<file path="config.mk">
export PLATFORM = sky130hd
export DESIGN_NAME = brightness_knob_and_mode_button_unit
export DESIGN_NICKNAME = d
export VERILOG_FILES = /design/src/design/bkmb_pkg.sv /design/src/design/bkmb_cfg_regs.sv /design/src/design/bkmb_knob.sv /design/src/design/bkmb_button.sv /design/src/design/brightness_knob_and_mode_button_unit.sv
export SDC_FILE = /design/constraint.sdc
export NUM_CORES = 1
export LEC_CHECK = 0
export ABC_AREA = 1
export BUFFER_PORTS_ARGS = -buffer_cell sky130_fd_sc_hd__buf_2
export CAP_MARGIN = 20
export CORE_MARGIN = 2
export CORE_UTILIZATION = 41
export DETAILED_ROUTE_END_ITERATION = 8
export GPL_TIMING_DRIVEN = 0
export PLACE_DENSITY = 0.55
export SETUP_SLACK_MARGIN = 0.1
export SYNTH_ARGS = -nofsm -noshare
export SYNTH_HDL_FRONTEND = slang
export SYNTH_HIERARCHICAL = 1
export SYNTH_SLANG_ARGS = --single-unit
</file>
<file path="constraint.sdc">
create_clock -name clk -period 10.7 [get_ports clk]
set_input_delay 2.14 -clock clk [delete_from_list [all_inputs] [get_ports clk]]
set_output_delay 2.14 -clock clk [all_outputs]
set_load 0.01 [all_outputs]
</file>
<file path="src/design/bkmb_pkg.sv">
// Package for the brightness knob and mode button unit.
// Holds the shared types, register indexes and reset constants.
// No dependencies; every other file in the design imports it.
package bkmb_pkg;

    // Number of lighting modes; the mode wraps to 0 after the last one.
    localparam int MODE_COUNT = 4;

    // Field widths.
    localparam int KNOB_W  = 10;
    localparam int LEVEL_W = 8;
    localparam int MODE_W  = 2;
    localparam int TIMER_W = 16;
    localparam int SUM_W   = 12;
    localparam int CFG_DATA_W = 16;
    localparam int CFG_IDX_W  = 3;

    // Configuration register indexes.
    typedef enum logic [CFG_IDX_W-1:0] {
        REG_SAMPLE_INTERVAL = 3'd0,
        REG_DEBOUNCE_TICKS  = 3'd1,
        REG_TOLERANCE       = 3'd2,
        REG_OFF_FLOOR       = 3'd3,
        REG_MIN_LEVEL       = 3'd4,
        REG_MAX_LEVEL       = 3'd5,
        REG_HOLD_MODE       = 3'd6
    } cfg_index_t;

    // Reset values of the configuration registers.
    localparam logic [TIMER_W-1:0] RST_SAMPLE_INTERVAL = 16'd60;
    localparam logic [TIMER_W-1:0] RST_DEBOUNCE_TICKS  = 16'd40;
    localparam logic [LEVEL_W-1:0] RST_TOLERANCE       = 8'd2;
    localparam logic [LEVEL_W-1:0] RST_OFF_FLOOR       = 8'd5;
    localparam logic [LEVEL_W-1:0] RST_MIN_LEVEL       = 8'd0;
    localparam logic [LEVEL_W-1:0] RST_MAX_LEVEL       = 8'd255;
    localparam logic [MODE_W-1:0]  RST_HOLD_MODE       = 2'd1;

    // All configuration registers as one bundle.
    typedef struct packed {
        logic [TIMER_W-1:0] sample_interval;
        logic [TIMER_W-1:0] debounce_ticks;
        logic [LEVEL_W-1:0] tolerance;
        logic [LEVEL_W-1:0] off_floor;
        logic [LEVEL_W-1:0] min_level;
        logic [LEVEL_W-1:0] max_level;
        logic [MODE_W-1:0]  hold_mode;
    } cfg_t;

    // Knob path status after one item.
    typedef struct packed {
        logic [LEVEL_W-1:0] level;
        logic               set;
        logic               off;
    } knob_result_t;

    // Button path status after one item.
    typedef struct packed {
        logic [MODE_W-1:0] mode;
        logic              advanced;
    } button_result_t;

endpackage

</file>
<file path="src/design/bkmb_cfg_regs.sv">
// Configuration register file of the brightness knob and mode button unit.
// Depends on bkmb_pkg for the register indexes, reset values and cfg_t.
module bkmb_cfg_regs
    import bkmb_pkg::*;
(
    input  logic                  clk,
    input  logic                  rst_n,
    input  logic                  cfg_we,
    input  logic [CFG_IDX_W-1:0]  cfg_index,
    input  logic [CFG_DATA_W-1:0] cfg_data,
    output cfg_t                  cfg
);

    cfg_t cfg_reg;
    cfg_t cfg_next;

    // Decode the write; an index beyond the list leaves everything as is.
    always_comb
    begin
        cfg_next = cfg_reg;
        if (cfg_we)
        begin
            case (cfg_index)
                REG_SAMPLE_INTERVAL: cfg_next.sample_interval = cfg_data;
                REG_DEBOUNCE_TICKS:  cfg_next.debounce_ticks  = cfg_data;
                REG_TOLERANCE:       cfg_next.tolerance = cfg_data[LEVEL_W-1:0];
                REG_OFF_FLOOR:       cfg_next.off_floor = cfg_data[LEVEL_W-1:0];
                REG_MIN_LEVEL:       cfg_next.min_level = cfg_data[LEVEL_W-1:0];
                REG_MAX_LEVEL:       cfg_next.max_level = cfg_data[LEVEL_W-1:0];
                REG_HOLD_MODE:       cfg_next.hold_mode = cfg_data[MODE_W-1:0];
                default:             cfg_next = cfg_reg;
            endcase
        end
    end

    // Register storage.
    always_ff @(posedge clk or negedge rst_n)
    begin
        if (!rst_n)
        begin
            cfg_reg.sample_interval <= RST_SAMPLE_INTERVAL;
            cfg_reg.debounce_ticks  <= RST_DEBOUNCE_TICKS;
            cfg_reg.tolerance       <= RST_TOLERANCE;
            cfg_reg.off_floor       <= RST_OFF_FLOOR;
            cfg_reg.min_level       <= RST_MIN_LEVEL;
            cfg_reg.max_level       <= RST_MAX_LEVEL;
            cfg_reg.hold_mode       <= RST_HOLD_MODE;
        end
        else
        begin
            cfg_reg <= cfg_next;
        end
    end

    assign cfg = cfg_reg;

endmodule

</file>
<file path="src/design/bkmb_knob.sv">
// Knob path: sample timer, four-sample accumulator, hysteresis and clamp.
// Depends on bkmb_pkg for widths, cfg_t and knob_result_t.
module bkmb_knob
    import bkmb_pkg::*;
(
    input  logic               clk,
    input  logic               rst_n,
    input  logic               step,
    input  logic [KNOB_W-1:0]  knob_sample,
    input  logic [MODE_W-1:0]  cur_mode,
    input  cfg_t               cfg,
    output knob_result_t       result
);

    logic [TIMER_W-1:0] sample_timer_reg, sample_timer_next;
    logic [1:0]         sample_count_reg, sample_count_next;
    logic [SUM_W-1:0]   sample_sum_reg,   sample_sum_next;
    logic [LEVEL_W-1:0] level_reg,        level_next;

    logic [SUM_W-1:0]   sum_add;
    logic [LEVEL_W-1:0] avg_level;
    logic [LEVEL_W-1:0] diff;
    logic               set_flag;
    logic               off_flag;

    // Accumulate on each sample; the fourth sample closes an average.
    always_comb
    begin
        sample_timer_next = sample_timer_reg;
        sample_count_next = sample_count_reg;
        sample_sum_next   = sample_sum_reg;
        level_next        = level_reg;
        set_flag          = 1'b0;
        off_flag          = 1'b0;
        sum_add   = sample_sum_reg + SUM_W'(knob_sample);
        avg_level = sum_add[SUM_W-1:SUM_W-LEVEL_W];
        diff      = (avg_level >= level_reg) ? (avg_level - level_reg)
                                             : (level_reg - avg_level);
        if (step)
        begin
            if (sample_timer_reg <= TIMER_W'(1))
            begin
                sample_timer_next = cfg.sample_interval;
                if (sample_count_reg == 2'd3)
                begin
                    sample_count_next = 2'd0;
                    sample_sum_next   = '0;
                    if (cur_mode != cfg.hold_mode && diff >= cfg.tolerance)
                    begin
                        if (avg_level < cfg.off_floor)
                        begin
                            off_flag = 1'b1;
                        end
                        else
                        begin
                            // Max takes priority when the limits are inverted.
                            if (avg_level >= cfg.max_level)
                                level_next = cfg.max_level;
                            else if (avg_level <= cfg.min_level)
                                level_next = cfg.min_level;
                            else
                                level_next = avg_level;
                            set_flag = 1'b1;
                        end
                    end
                end
                else
                begin
                    sample_count_next = sample_count_reg + 2'd1;
                    sample_sum_next   = sum_add;
                end
            end
            else
            begin
                sample_timer_next = sample_timer_reg - TIMER_W'(1);
            end
        end
    end

    // Knob path state.
    always_ff @(posedge clk or negedge rst_n)
    begin
        if (!rst_n)
        begin
            sample_timer_reg <= RST_SAMPLE_INTERVAL;
            sample_count_reg <= 2'd0;
            sample_sum_reg   <= '0;
            level_reg        <= RST_MAX_LEVEL;
        end
        else
        begin
            sample_timer_reg <= sample_timer_next;
            sample_count_reg <= sample_count_next;
            sample_sum_reg   <= sample_sum_next;
            level_reg        <= level_next;
        end
    end

    assign result.level = level_next;
    assign result.set   = set_flag;
    assign result.off   = off_flag;

endmodule

</file>
<file path="src/design/bkmb_button.sv">
// Button path: change detector, debounce countdown and mode counter.
// Depends on bkmb_pkg for widths, MODE_COUNT, cfg_t and button_result_t.
module bkmb_button
    import bkmb_pkg::*;
(
    input  logic               clk,
    input  logic               rst_n,
    input  logic               step,
    input  logic               button_level,
    input  cfg_t               cfg,
    output logic [MODE_W-1:0]  cur_mode,
    output button_result_t     result
);

    logic [MODE_W-1:0]  mode_reg,           mode_next;
    logic [TIMER_W-1:0] debounce_timer_reg, debounce_timer_next;
    logic               debounce_busy_reg,  debounce_busy_next;
    logic               last_button_reg,    last_button_next;

    logic [MODE_W:0]    mode_inc;
    logic               adv_flag;

    // A level change restarts the countdown; expiry with the pin low is a press.
    always_comb
    begin
        mode_next           = mode_reg;
        debounce_timer_next = debounce_timer_reg;
        debounce_busy_next  = debounce_busy_reg;
        last_button_next    = last_button_reg;
        adv_flag            = 1'b0;
        mode_inc            = {1'b0, mode_reg} + (MODE_W+1)'(1);
        if (step)
        begin
            last_button_next = button_level;
            if (button_level != last_button_reg)
            begin
                debounce_timer_next = cfg.debounce_ticks;
                debounce_busy_next  = 1'b1;
            end
            else if (debounce_busy_reg)
            begin
                if (debounce_timer_reg <= TIMER_W'(1))
                begin
                    debounce_busy_next  = 1'b0;
                    debounce_timer_next = '0;
                    if (!button_level)
                    begin
                        adv_flag  = 1'b1;
                        mode_next = (mode_inc >= (MODE_W+1)'(MODE_COUNT))
                                    ? '0 : mode_inc[MODE_W-1:0];
                    end
                end
                else
                begin
                    debounce_timer_next = debounce_timer_reg - TIMER_W'(1);
                end
            end
        end
    end

    // Button path state.
    always_ff @(posedge clk or negedge rst_n)
    begin
        if (!rst_n)
        begin
            mode_reg           <= '0;
            debounce_timer_reg <= '0;
            debounce_busy_reg  <= 1'b0;
            last_button_reg    <= 1'b1;
        end
        else
        begin
            mode_reg           <= mode_next;
            debounce_timer_reg <= debounce_timer_next;
            debounce_busy_reg  <= debounce_busy_next;
            last_button_reg    <= last_button_next;
        end
    end

    assign cur_mode        = mode_reg;
    assign result.mode     = mode_next;
    assign result.advanced = adv_flag;

endmodule

</file>
<file path="src/design/brightness_knob_and_mode_button_unit.sv">
// Top level of the brightness knob and mode button unit.
// Depends on bkmb_pkg, bkmb_cfg_regs, bkmb_knob and bkmb_button.

// Each accepted item (one knob reading and one button pin level) gives exactly
// one result item with the mode, the brightness, and the set, off and advance
// strobes of that tick. An item is held in an input register, processed in one
// pass of logic through the knob and button paths, and its result lands in an
// output register. With no stall the unit takes one item per clock and the
// result is valid on the clock edge after the one that accepted the item. The
// input register is freed when the output register is empty or being taken in
// the same cycle, so a stalled result holds at most one more item behind it.
// Configuration writes are taken on any cycle with cfg_we high and act from
// the next item on.
module brightness_knob_and_mode_button_unit
    import bkmb_pkg::*;
(
    input  logic                  clk,
    input  logic                  rst_n,
    // Configuration port
    input  logic                  cfg_we,
    input  logic [CFG_IDX_W-1:0]  cfg_index,
    input  logic [CFG_DATA_W-1:0] cfg_data,
    // Input channel
    input  logic                  in_valid,
    output logic                  in_stall,
    input  logic [KNOB_W-1:0]     knob_sample,
    input  logic                  button_level,
    // Output channel
    output logic                  out_valid,
    input  logic                  out_stall,
    output logic [MODE_W-1:0]     mode,
    output logic [LEVEL_W-1:0]    brightness,
    output logic                  brightness_set,
    output logic                  lights_off,
    output logic                  mode_advanced
);

    cfg_t           cfg;
    knob_result_t   knob_res;
    button_result_t button_res;
    logic [MODE_W-1:0] cur_mode;

    logic              in_valid_reg;
    logic [KNOB_W-1:0] knob_reg;
    logic              button_reg;
    logic              out_valid_reg, out_valid_next;
    logic [MODE_W-1:0] mode_reg;
    logic [LEVEL_W-1:0] brightness_reg;
    logic              set_reg;
    logic              off_reg;
    logic              adv_reg;
    logic              fire;
    logic              in_take;

    // The held item is processed when the output register can take its result.
    assign fire     = in_valid_reg && (!out_valid_reg || !out_stall);
    assign in_stall = in_valid_reg && !fire;
    assign in_take  = in_valid && !in_stall;

    bkmb_cfg_regs u_cfg (
        .clk       (clk),
        .rst_n     (rst_n),
        .cfg_we    (cfg_we),
        .cfg_index (cfg_index),
        .cfg_data  (cfg_data),
        .cfg       (cfg)
    );

    bkmb_knob u_knob (
        .clk         (clk),
        .rst_n       (rst_n),
        .step        (fire),
        .knob_sample (knob_reg),
        .cur_mode    (cur_mode),
        .cfg         (cfg),
        .result      (knob_res)
    );

    bkmb_button u_button (
        .clk          (clk),
        .rst_n        (rst_n),
        .step         (fire),
        .button_level (button_reg),
        .cfg          (cfg),
        .cur_mode     (cur_mode),
        .result       (button_res)
    );

    // Input register control.
    always_ff @(posedge clk or negedge rst_n)
    begin
        if (!rst_n)
        begin
            in_valid_reg <= 1'b0;
        end
        else if (in_take)
        begin
            in_valid_reg <= 1'b1;
        end
        else if (fire)
        begin
            in_valid_reg <= 1'b0;
        end
    end

    // Input register payload.
    always_ff @(posedge clk)
    begin
        if (in_take)
        begin
            knob_reg   <= knob_sample;
            button_reg <= button_level;
        end
    end

    // Output register control.
    always_comb
    begin
        out_valid_next = out_valid_reg;
        if (fire)
            out_valid_next = 1'b1;
        else if (!out_stall)
            out_valid_next = 1'b0;
    end

    always_ff @(posedge clk or negedge rst_n)
    begin
        if (!rst_n)
        begin
            out_valid_reg <= 1'b0;
        end
        else
        begin
            out_valid_reg <= out_valid_next;
        end
    end

    // Output register payload.
    always_ff @(posedge clk)
    begin
        if (fire)
        begin
            mode_reg       <= button_res.mode;
            brightness_reg <= knob_res.level;
            set_reg        <= knob_res.set;
            off_reg        <= knob_res.off;
            adv_reg        <= button_res.advanced;
        end
    end

    assign out_valid      = out_valid_reg;
    assign mode           = mode_reg;
    assign brightness     = brightness_reg;
    assign brightness_set = set_reg;
    assign lights_off     = off_reg;
    assign mode_advanced  = adv_reg;

`ifndef SYNTHESIS
    // A result never both sets the brightness and turns the lights off.
    assert property (@(posedge clk) disable iff (!rst_n)
        out_valid |-> !(brightness_set && lights_off))
        else $error("brightness_set and lights_off raised together");

    // An advance strobe always goes with a new mode value.
    assert property (@(posedge clk) disable iff (!rst_n)
        (fire && button_res.advanced) |=> (cur_mode != $past(cur_mode)))
        else $error("mode advance did not change the mode");

    // The input side only stalls while an item is held.
    assert property (@(posedge clk) disable iff (!rst_n)
        in_stall |-> (in_valid_reg && out_valid_reg && out_stall))
        else $error("input stalled with room to take an item");

    // Brightness changes only on a result that reports a set.
    assert property (@(posedge clk) disable iff (!rst_n)
        (fire && out_valid && !knob_res.set) |-> (knob_res.level == brightness))
        else $error("brightness moved without a set strobe");
`endif

endmodule

</file>
-- Yosys cells after proc, flatten, opt, wreduce, memory -nomap -nowiden
Cells that the tools add are included.
- $add $sub $neg: 7
- $lt $le $gt $ge: 8
- equality and inequality tests: 10
- mux-type cells: 30
- bitwise operators: 2
- reduce and logical (&&, ||, !) cells: 23
- operators with widths (cell ; number):
    16-bit 2-to-1 mux ; 4
    8-bit 2-to-1 mux ; 8
    16-bit by 1-bit less-or-equal comparator with 1-bit output (second input constant) ; 2
    16-bit by 1-bit subtractor with 16-bit output (second input constant) ; 2
    8-bit >= comparator ; 3
    2-bit AND reduction ; 9
    8-bit subtractor ; 2
    2-bit 2-to-1 mux ; 7
    12-bit by 10-bit adder with 12-bit output ; 1
    12-bit 2-to-1 mux ; 1
    1-bit 2-to-1 mux ; 10
    3-bit == test (second input constant) ; 3
    8-bit less-or-equal comparator ; 1
    8-bit < comparator ; 1
    3-bit by 2-bit == test with 1-bit output (second input constant) ; 2
    1-bit logical AND ; 4
    1-bit zero test ; 4
    2-bit nonzero test ; 2
    2-bit by 1-bit adder with 3-bit output (second input constant) ; 1
    3-bit by 1-bit == test with 1-bit output (second input constant) ; 1
    3-bit >= comparator (second input constant) ; 1
    3-bit zero test ; 1
    3-bit AND reduction ; 1
    3-bit OR reduction ; 1
    other kinds (7) ; 8
- register bits: 150
- bits of input ports: 35
- output and inout bits: 15
- logic and storage cells: 104

-- Depth between registers and ports, before layout
Gate-level depths: netlist of the first run.
- word-level depth: 9
- depth in mapped cells: 32
- gate-level depth less buffers: 32

-- By module
The synthesis of the first run kept the hierarchy.
- modules (own cells, without submodules) (module ; times used ; cells an instance ; area each (µm²) ; sequential area each (µm²)):
    bkmb_knob ; 1 ; 658 ; 4441.8 ; 965.9
    bkmb_cfg_regs ; 1 ; 299 ; 2653.8 ; 1674.1
    bkmb_button ; 1 ; 199 ; 1397.6 ; 501.7
    brightness_knob_and_mode_button_unit ; 1 ; 36 ; 815.8 ; 770.7

-- Least setup slack after synthesis of the first run
OpenSTA, ideal clock, no wires.
- path type: input-to-output
- start point: input port out_stall
- end point: output port in_stall
- arrival: 2.304 ns
- data required time: 8.560 ns
- path slack: 6.256 ns
- cell stages on the path: 2
- path buffers: 0
- cell sequence: nand3_2 > inv_1
- word-level cells in the longest chain between the ends: 5
- ends and longest elaborated chain (what ; RTL line ; RTL):
    start: declaration ; brightness_knob_and_mode_button_unit.sv:30 ; input logic out_stall,
    1-bit zero test ; - ;
    1-bit logical OR ; brightness_knob_and_mode_button_unit.sv:56 ; assign fire = in_valid_reg && (!out_valid_reg || !out_stall);
    1-bit logical AND ; brightness_knob_and_mode_button_unit.sv:56 ;
    1-bit zero test ; brightness_knob_and_mode_button_unit.sv:57 ; assign in_stall = in_valid_reg && !fire;
    1-bit logical AND ; brightness_knob_and_mode_button_unit.sv:57 ;
    end: declaration ; brightness_knob_and_mode_button_unit.sv:25 ; output logic in_stall,
Every way passes these cells.

==> flow_metrics.env, run 1 <==
export IMPL_routed_via_density=4.98
export IMPL_power_uw=2860
export IMPL_post_cts_buffers=0
export IMPL_end_kind="register"
export IMPL_synth_top_family_by_area="simple AND/OR/NAND/NOR gates"
export IMPL_wl_per_cell_um=15.1
export IMPL_finalNetCount=1362
export IMPL_cts_tree="yes"
export IMPL_max_slew_margin_pct=58.5
export IMPL_final_common_cell="nand2_1"
export IMPL_clock_sinks=150
export IMPL_postLayoutCoreUtil_pct=47.0
export IMPL_peakVddDrop_mv=0.103
export IMPL_insertedDiodeCount=0
export IMPL_start_kind="register"
export IMPL_p_comb_share_pct=50.4
export IMPL_syn_inst=1192
export IMPL_place_area_mm2=0.00996
export IMPL_outcome="finished clean"
export IMPL_tns_ns=0
export IMPL_io_buffers=49
export IMPL_async_flop_share_pct=84.0
export IMPL_cp_data_required_time_ns=10.89
export IMPL_period_needed_ns=5.15
export IMPL_design_area_mm2=0.0105
export IMPL_netSwitchingFraction_pct=44.7
export IMPL_p_int_uw=1580
export IMPL_drt_initial_drc_count=437
export IMPL_power_switching_uw=1280
export IMPL_vias=7772
export IMPL_grt_pass1_wl_um=38400
export IMPL_area_growth_pct=13.3
export IMPL_synthAdderAreaFrac_pct=8.98
export IMPL_synth_seq_cells=150
export IMPL_p_seq_share_pct=28.4
export IMPL_core_mm2=0.0224
export IMPL_synthTopCellsByArea="dfrtp_1 26%, nand2_1 15%, dfstp_2 8.8%"
export IMPL_rows=55
export IMPL_route_detailed_drc=0
export IMPL_antenna_found_initial=0
export IMPL_max_stage_delay_ns=0.47
export IMPL_synth_distinct_cells=51
export IMPL_clkTransAtPathRegs_ns=0.07
export IMPL_path_buf_inv=6
export IMPL_synth_edf_count=24
export IMPL_dp_hpwl_um=17300
export IMPL_synthSimpleGateAreaFrac_pct=28.5
export IMPL_synth_compound_area_share_pct=9.54
export IMPL_post_route_period_util_pct=48.2
export IMPL_grtUsageTotal_pct=20.5
export IMPL_hp_class="register to register"
export IMPL_syn_area_mm2=0.00931
export IMPL_slew_viol_final=0
export IMPL_yosysWarnings=6
export IMPL_cap_violations=0
export IMPL_die_h_um=155
export IMPL_fmax_ghz=0.194
export IMPL_cts_resized=0
export IMPL_clk_path_buf_depth=2
export IMPL_crit_fanout=8
export IMPL_clock_power_share_pct=21.2
export IMPL_finalHoldViolations=0
export IMPL_worst_clock_skew_ns=0.0107
export IMPL_p_leak_uw=0.00535
export IMPL_drtAntennaViolNets=0
export IMPL_critical_path_top_delay_family="simple AND/OR/NAND/NOR gates"
export IMPL_final_layout_size_suffix_gt1_share_pct=15.9
export IMPL_cp_slowest_cell="fa_1"
export IMPL_firstDrtPassIters=5
export IMPL_initial_core_util_pct=41.5
export IMPL_setup_viol=0
export IMPL_htree_num_levels=4
export IMPL_worstPathArrival_ns=5.34
export IMPL_die_w_um=155
export IMPL_synth_xor_area_share_pct=2.62
export IMPL_muxShareOfSynthArea_pct=0.215
export IMPL_routed_wirelength_um=23500
export IMPL_crit_type="register to register"
export IMPL_cts_root_buffer="clkbuf_16"
export IMPL_worst_skew_pair_late_latency_ns=0.43
export IMPL_globalRouteOverflowTotal=0
export IMPL_cpMostUsedCell="nand2_1"
export IMPL_synth_largest_area_cell="dfrtp_1"
export IMPL_powerDensity_mw_per_mm2=271
export IMPL_die_area_mm2=0.0239
export IMPL_avgSynthCellArea_um2=7.81
export IMPL_cts_hold_buf=0
export IMPL_gp_congestion=0.858
export IMPL_tightestPinTransition_ns=0.623
export IMPL_synth_flop_cell="dfrtp_1"
export IMPL_grt_pass1_vias=7449
export IMPL_largest_reg_flops=66
export IMPL_rsz0062_at_grt="no"
export IMPL_ys_seq_area_share_pct=42.0
export IMPL_cts_buffers=17
export IMPL_yosys_area_top_type_share_pct=25.5
export IMPL_ios=50
export IMPL_synth_nets=1292
export IMPL_grt_start_max_net_pins=97
export IMPL_most_common_layout_cells="378 x nand2_1, 140 x inv_1, 96 x nand3_1"
-- logic make-up (layout without fill, tap and decap cells) --
group | Yosys count | in the layout
AO/OA/AOI/OAI | 156 | 156
XOR/XNOR | 27 | 27
adder cells (fa/ha/maj) | 65 | 65
buffers and inverters | 183 | 266
flip-flops | 150 | 150
multiplexers | 2 | 2
AND/OR/NAND/NOR | 609 | 609
-- cell usage after synthesis (2+ instances only) --
cell type	n
nand2_1	378
inv_1	140
nand3_1	96
dfrtp_1	95
nor2_1	77
a21oi_1	65
ha_1	62
o21ai_0	50
dfstp_2	31
edfxtp_1	24
xor2_1	19
buf_2	17
inv_2	12
nor2_4	11
nand4_1	10
nor2_2	10
nand2_2	9
o211ai_1	9
xnor2_1	7
o21ai_1	6
nand2_4	5
a21boi_0	4
o22ai_1	4
a21oi_2	3
buf_4	3
buf_6	3
clkinv_2	3
fa_1	3
nor3_2	3
a211oi_1	2
a21o_1	2
a22o_1	2
clkbuf_1	2
inv_4	2
mux2i_1	2
nand3_2	2
nand3b_1	2
o221ai_1	2
or2_1	2
or2_2	2
-- layout make-up --
class / instances / area [µm²]
clock inverters: 14 / 151
clock buffers: 18 / 429
multi-input cells: 859 / 4650
flip-flops and latches: 150 / 3910
fillers: 2280 / 11900
repair buffers: 51 / 294
well taps: 285 / 357
inverters: 157 / 598
plain buffers: 26 / 153
-- power groups by stage --
| stage | Sequential [µW] | Combinational (µW) | Clock (µW) |
|---|---|---|---|
| 2_1_floorplan | 795 | 1090 | 0 |
| 3_3_place_gp | 821 | 1420 | 0 |
| 3_5_place_dp | 821 | 1440 | 0 |
| 4_1_cts | 813 | 1450 | 620 |
| 5_1_grt | 831 | 1660 | 643 |
| 6_report | 813 | 1440 | 605 |
-- path summary, 6_finish.rpt --
kind | startpoint | to | slack, ns | cells past startpoint
min in group asynchronous | rst_n | u_knob/sample_sum_reg[7] | 1.61 | 1
min reg2reg | u_cfg/cfg[27] | u_cfg/cfg[27] | 0.46 | 2
max | knob_reg[0] | brightness[3] | 5.55 | 27
max reg2reg | knob_reg[0] | brightness[3] | 5.55 | 27
min | u_cfg/cfg[27] | u_cfg/cfg[27] | 0.46 | 2
max in group asynchronous | rst_n | u_knob/level_reg[1] | 8.25 | 2
-- tightest hold or removal path, cell delays in order, from the launching register on --
cell     delay [ns]
dfstp_2        0.37
nand2_1        0.05
nand2_1        0.04
-- metrics by stage --
stage | hold WS [ns] | setup WS (ns) | instances
after floorplan | 0.434 | 6.26 | 1192
after global placement | 0.453 | 4.94 | 1526
after detailed placement | 0.456 | 5.54 | 1528
after CTS | 0.466 | 5.50 | 1560
after global routing | 0.478 | 5.05 | 1560
final | 0.463 | 5.55 | 1560
-- routing by layer --
layer,routed length [µm],track usage (%),vias up
li1,-,-,3974
met1,11200,27.3,3643
met2,11100,33.9,125
met3,744,3.19,30
met4,529,7.23,0
met5,0,0,-
No activity file was read; power rests on OpenSTA's default activity.
==> run 2: changes to the inputs <==
--- a/config.mk
+++ b/config.mk
@@ -5,14 +5,14 @@
 export SDC_FILE = /design/constraint.sdc
 export NUM_CORES = 1
 export LEC_CHECK = 0
-export ABC_AREA = 1
+export ABC_AREA = 0
 export BUFFER_PORTS_ARGS = -buffer_cell sky130_fd_sc_hd__buf_2
 export CAP_MARGIN = 20
 export CORE_MARGIN = 2
 export CORE_UTILIZATION = 41
 export DETAILED_ROUTE_END_ITERATION = 8
 export GPL_TIMING_DRIVEN = 0
-export PLACE_DENSITY = 0.55
+export PLACE_DENSITY = 0.58
 export SETUP_SLACK_MARGIN = 0.1
 export SYNTH_ARGS = -nofsm -noshare
 export SYNTH_HDL_FRONTEND = slang
==> constraint.sdc (replaced) <==
create_clock -name clk -period 4.45 [get_ports clk]
set_input_delay 0.89 -clock clk [delete_from_list [all_inputs] [get_ports clk]]
set_output_delay 0.89 -clock clk [all_outputs]
set_load 0.01 [all_outputs]
==> flow_metrics.env, run 2 <==
export IMPL_outcome="finished, violations left"
export IMPL_violations="setup timing"
export IMPL_end_kind="register"
export IMPL_routed_wirelength_um=21400
export IMPL_rsz0062_at_grt="yes"
export IMPL_globalRouteOverflowTotal=0
export IMPL_drt_initial_drc_count=361
export IMPL_clock_sinks=150
export IMPL_tns_ns=-15.34
export IMPL_peakVddDrop_mv=0.293
export IMPL_p_leak_uw=0.00467
export IMPL_ys_top_cells_by_count="95 x dfrtp_1, 77 x mux2_2, 63 x inv_1"
export IMPL_hp_class="input pin to asynchronous set/reset pin"
export IMPL_largest_reg_flops=66
export IMPL_grt_start_max_net_pins=98
export IMPL_fillers=1851
export IMPL_synth_flop_cell="dfrtp_1"
export IMPL_slew_viol_final=0
export IMPL_crit_type="register to register"
export IMPL_yosys_area_top_type_share_pct=27.6
export IMPL_grt_pass1_vias=6295
export IMPL_fmax_ghz=0.183
export IMPL_async_flop_share_pct=84.0
export IMPL_antenna_found_initial=0
export IMPL_clkTransAtPathRegs_ns=0.07
export IMPL_grt_pass1_wl_um=33900
export IMPL_final_layout_size_suffix_gt1_share_pct=32.5
export IMPL_synth_seq_cells=150
export IMPL_grtUsageTotal_pct=19.9
export IMPL_most_common_layout_cells="95 x dfrtp_1, 69 x mux2_2, 61 x inv_1"
export IMPL_die_area_mm2=0.0222
export IMPL_worst_hold_slack_ns=0.339
export IMPL_rows=52
export IMPL_io_buffers=48
export IMPL_syn_inst=799
export IMPL_synthTopCellsByArea="dfrtp_1 28%, mux2_2 10%, dfstp_2 9.5%"
export IMPL_gp_congestion=0.831
export IMPL_cts_hold_buf=0
export IMPL_route_detailed_drc=0
export IMPL_worstPathArrival_ns=5.63
export IMPL_final_common_cell="dfrtp_1"
export IMPL_worst_clock_skew_ns=0.0126
export IMPL_postLayoutCoreUtil_pct=51.4
export IMPL_synth_distinct_cells=75
export IMPL_yosysWarnings=6
export IMPL_ios=50
export IMPL_avgSynthCellArea_um2=10.8
export IMPL_clk_path_buf_depth=2
export IMPL_insertedDiodeCount=0
export IMPL_firstDrtPassIters=5
export IMPL_synth_most_common_cell="dfrtp_1"
export IMPL_core_mm2=0.0204
export IMPL_start_kind="register"
export IMPL_max_slew_margin_pct=44.9
export IMPL_setup_viol=18
export IMPL_crit_fanout=9
export IMPL_routed_via_density=5.43
export IMPL_dp_hpwl_um=14200
export IMPL_tightestPinTransition_ns=0.819
export IMPL_cts_root_buffer="clkbuf_16"
export IMPL_initial_core_util_pct=42.1
export IMPL_synth_nets=899
export IMPL_synth_largest_area_cell="dfrtp_1"
export IMPL_finalNetCount=1003
export IMPL_period_needed_ns=5.46
export IMPL_htree_num_levels=4
export IMPL_dp_cells=1119
export IMPL_area_growth_pct=22.1
export IMPL_die_w_um=149
export IMPL_cap_violations=0
export IMPL_wl_per_cell_um=18.1
export IMPL_syn_area_mm2=0.00860
export IMPL_cp_data_required_time_ns=4.62
export IMPL_powerDensity_mw_per_mm2=429
export IMPL_post_route_period_util_pct=123
export IMPL_drtAntennaViolNets=0
export IMPL_vias=6438
export IMPL_die_h_um=149
export IMPL_cts_tree="yes"
export IMPL_worst_skew_pair_late_latency_ns=0.43
export IMPL_finalHoldViolations=0
export IMPL_layout_setup_ws_ns=-1.01
export IMPL_ys_seq_area_share_pct=45.5
export IMPL_cts_buffers=17
export IMPL_final_cells=1186
export IMPL_synth_edf_count=24
run 2: cell types whose count changed after synthesis, sizes merged, moves of 12 or more:
cell / delta
a21o: +19
a21oi: -18
a22oi: +12
clkbuf: +16
inv: -91
mux2: +79
nand2: -338
nand3: -84
nor2: -62
nor4: +14
o21ai: -17
run 2: worst max-delay path, cell delays in order, from the launching register on:
cell and delay [ns]:
edfxtp_1 0.40, ha_1 0.29, buf_2 0.19, a21o_1 0.22, nor3_1 0.08, a32o_1 0.31, nor4_4 0.27, buf_4 0.19
ha_4 0.18, and2_1 0.17, o21ai_2 0.06, a31o_2 0.24, a21oi_4 0.27, mux2_4 0.37, o21ai_2 0.13, xor2_1 0.09
ha_2 0.34, o22ai_2 0.07, o31a_1 0.34, nor4b_4 0.24, nor2b_4 0.23, buf_6 0.16, mux2_2 0.35
run 2: timing repair:
item / CTS / global route
setup endpoints to repair: 18 / 18
buffers inserted: 20 / 18
resized for setup: 50 / 20
pin swaps: 19 / 11
gates cloned: 1 / 0
run 2: power by group:
part           switching [µW]  total [µW]  internal (µW)
clock network             586        1440            852
logic                     583        1090            507
registers                 259        1980           1720
total                    1430        4500           3080
run 2: path summary, 6_finish.rpt:
path,start,endpoint,slack [ns],cells after the start
min reg2reg,u_knob/sample_sum_reg[2],u_knob/sample_sum_reg[2],0.49,2
max in group asynchronous,rst_n,u_cfg/cfg[55],3.31,2
max,knob_reg[8],brightness[4],-1.01,22
max reg2reg,knob_reg[8],brightness[4],-1.01,22
min,rst_n,u_knob/sample_sum_reg[3],0.34,1
min in group clk,u_knob/sample_sum_reg[2],u_knob/sample_sum_reg[2],0.49,2
run 2: metal layers:
metal  track usage, %  part of all wire [%]  vias to the layer above
met2             33.2                    49                      100
met4             6.52                   2.1                        0
li1                 -                     -                     3124
met1             25.7                    47                     3186
met3             4.50                   2.6                       28
met5                0                     0                        -
run 2: logic make-up (layout without fill, tap and decap cells):
group	Yosys count	in the layout	synth area share, %
simple gates	191	191	12.1
flops	150	150	45.5
fa+ha+maj	65	65	9.71
xor+xnor	16	16	1.63
compound gates	191	191	14.5
mux	92	92	11.9
buf+inv	94	211	4.68
run 2: metrics by stage:
step	cell area, µm²	total power [µW]	worst slack [ns]
finish	10500	4500	-1.01
global route	10500	4780	-1.19
CTS	10300	4510	-0.947
detailed placement	9320	3020	-1.60
global placement	9270	2990	-1.55
floorplan	8690	2690	-0.585
run 2: area by class of cell:
| cell class | instances | area (µm²) | share of cell area, % |
|---|---|---|---|
| clock buffers | 23 | 499 | 4.75 |
| flip-flops and latches | 150 | 3910 | 37.2 |
| clock inverters | 9 | 88.8 | 0.845 |
| inverters | 63 | 239 | 2.27 |
| multi-input cells | 555 | 4690 | 44.6 |
| repair buffers | 87 | 574 | 5.46 |
| plain buffers | 29 | 166 | 1.58 |
| well taps | 270 | 338 | 3.21 |
==> run 3: changes to the inputs <==
--- a/config.mk
+++ b/config.mk
@@ -12,7 +12,7 @@
 export CORE_UTILIZATION = 41
 export DETAILED_ROUTE_END_ITERATION = 8
 export GPL_TIMING_DRIVEN = 0
-export PLACE_DENSITY = 0.58
+export PLACE_DENSITY = 0.69
 export SETUP_SLACK_MARGIN = 0.1
 export SYNTH_ARGS = -nofsm -noshare
 export SYNTH_HDL_FRONTEND = slang
==> flow_metrics.env, run 3 (same netlist as run 2, synthesis figures left out) <==
export IMPL_outcome="finished, violations left"
export IMPL_violations="setup timing"
export IMPL_initial_core_util_pct=42.1
export IMPL_dp_hpwl_um=13800
export IMPL_gp_congestion=0.859
export IMPL_crit_type="register to register"
export IMPL_die_w_um=149
export IMPL_firstDrtPassIters=6
export IMPL_max_stage_delay_ns=0.42
export IMPL_grt_pass1_vias=6519
export IMPL_power_uw=4490
export IMPL_drt_initial_drc_count=453
export IMPL_finalNetCount=1003
export IMPL_tightestPinTransition_ns=0.871
export IMPL_worst_clock_skew_ns=0.00811
export IMPL_route_detailed_drc=0
export IMPL_setup_viol=18
export IMPL_postLayoutCoreUtil_pct=51.4
export IMPL_slew_viol_final=0
export IMPL_cts_buffers=17
export IMPL_start_kind="register"
export IMPL_worst_skew_pair_late_latency_ns=0.43
export IMPL_vias=6541
export IMPL_tns_ns=-16.35
export IMPL_finalHoldViolations=0
export IMPL_die_area_mm2=0.0222
export IMPL_insertedDiodeCount=0
export IMPL_period_needed_ns=5.49
export IMPL_powerDensity_mw_per_mm2=427
export IMPL_clk_path_buf_depth=2
export IMPL_design_area_mm2=0.0105
export IMPL_hp_class="input pin to asynchronous set/reset pin"
export IMPL_largest_reg_flops=66
export IMPL_io_buffers=48
export IMPL_core_mm2=0.0204
export IMPL_clkTransAtPathRegs_ns=0.06
export IMPL_drtAntennaViolNets=0
export IMPL_final_common_cell="dfrtp_1"
export IMPL_max_slew_margin_pct=41.4
export IMPL_cts_tree="yes"
export IMPL_place_worst_setup_slack_ns=-1.40
export IMPL_peakVddDrop_mv=0.389
export IMPL_globalRouteOverflowTotal=0
export IMPL_cp_slowest_cell="fa_2"
export IMPL_fmax_ghz=0.182
export IMPL_ios=50
export IMPL_p_leak_uw=0.00465
export IMPL_wl_per_cell_um=17.9
export IMPL_grt_start_max_net_pins=90
export IMPL_layout_setup_ws_ns=-1.04
export IMPL_cap_violations=0
export IMPL_rows=52
export IMPL_routed_wirelength_um=21200
export IMPL_final_layout_size_suffix_gt1_share_pct=31.8
export IMPL_path_cells="ha_2 > fa_2 > a21o_4 > a221oi_4 > buf_6 > xnor2_4 > ha_4 > nand2_2 > o21a_1 > a31o_4 > a21oi_4 > mux2_4 > buf_4 > o221ai_2 > xnor2_1 > ha_2 > o221ai_1 > nor4b_4 > nor2b_4 > buf_6 > mux2_4"
export IMPL_post_route_period_util_pct=123
export IMPL_grt_pass1_wl_um=34300
export IMPL_cts_root_buffer="clkbuf_16"
export IMPL_place_area_mm2=0.00932
export IMPL_antenna_found_initial=0
export IMPL_most_common_layout_cells="95 x dfrtp_1, 68 x mux2_2, 62 x inv_1"
export IMPL_die_h_um=149
export IMPL_end_kind="register"
export IMPL_routed_via_density=5.52
export IMPL_crit_fanout=5
export IMPL_rsz0062_at_grt="yes"
export IMPL_grtUsageTotal_pct=19.9
export IMPL_worstPathArrival_ns=5.66
export IMPL_cp_data_required_time_ns=4.62
export IMPL_clock_sinks=150
export IMPL_area_growth_pct=22.1
export IMPL_htree_num_levels=4
-- run 3: changes by cell type in the layout (fill, tap and decap cells not counted), moves of 2 or more --
cell	before	now
inv_6	2	0
clkinv_4	2	0
inv_4	2	0
buf_4	37	34
buf_6	9	12
clkbuf_1	18	24
-- run 3: area by class of cell --
type	count	area [µm²]
clock buffer	27	483
inverter	63	236
clock inverter	5	75.1
buffer	28	155
multi-input combinational	555	4710
fill	1845	9920
tap	270	338
timing repair buffer	88	597
sequential	150	3910
-- run 3: report_power, final --
part	switching, µW	total, µW	internal [µW]
registers	260	1980	1720
clock network	545	1400	853
logic	591	1110	519
total	1400	4490	3090
-- run 3: path summary, 6_finish.rpt --
| kind | from | endpoint | slack [ns] | cells after the start |
|---|---|---|---|---|
| hold / removal | rst_n | u_cfg/cfg[57] | 0.36 | 1 |
| max in group asynchronous | rst_n | u_knob/level_reg[1] | 3.31 | 2 |
| min in group clk | u_knob/sample_sum_reg[2] | u_knob/sample_sum_reg[2] | 0.48 | 2 |
| setup reg to reg | u_knob/sample_sum_reg[0] | brightness[5] | -1.04 | 21 |
| setup / recovery | u_knob/sample_sum_reg[0] | brightness[5] | -1.04 | 21 |
| hold reg to reg | u_knob/sample_sum_reg[2] | u_knob/sample_sum_reg[2] | 0.48 | 2 |
-- run 3: per-layer routing --
metal	global-route usage, %	wire, µm	vias to the layer above
met5	0	0	-
met4	5.43	342	0
met3	4.22	837	28
met2	33.9	10600	143
met1	25.9	9390	3230
li1	-	-	3140
-- run 3: critical path: cells and delay by family (launching register included) --
kind / cells / cell delay [ns]
AOI/OAI and AO/OA: 7 / 1.56
DFF: 1 / 0.39
xor gates and xnor gates: 2 / 0.20
adders and majority gates: 4 / 1.26
and+or+nand+nor: 3 / 0.66
muxes: 2 / 0.68
buffers and inverters: 3 / 0.47
-- run 3: through the flow --
stage | cells | hold slack [ns]
2_1_floorplan | 799 | 0.453
6_report | 1186 | 0.359
4_1_cts | 1172 | 0.366
5_1_grt | 1186 | 0.380
3_5_place_dp | 1119 | 0.475
3_3_place_gp | 1117 | 0.467
-- run 3: what timing repair did --
item                                    in CTS  in global routing
cloned                                       1                  0
hold buffers                                 0                  0
pin swaps                                   23                 22
buffers inserted                            21                 17
endpoints found under the setup margin      18                 18
resized for setup                           54                 19
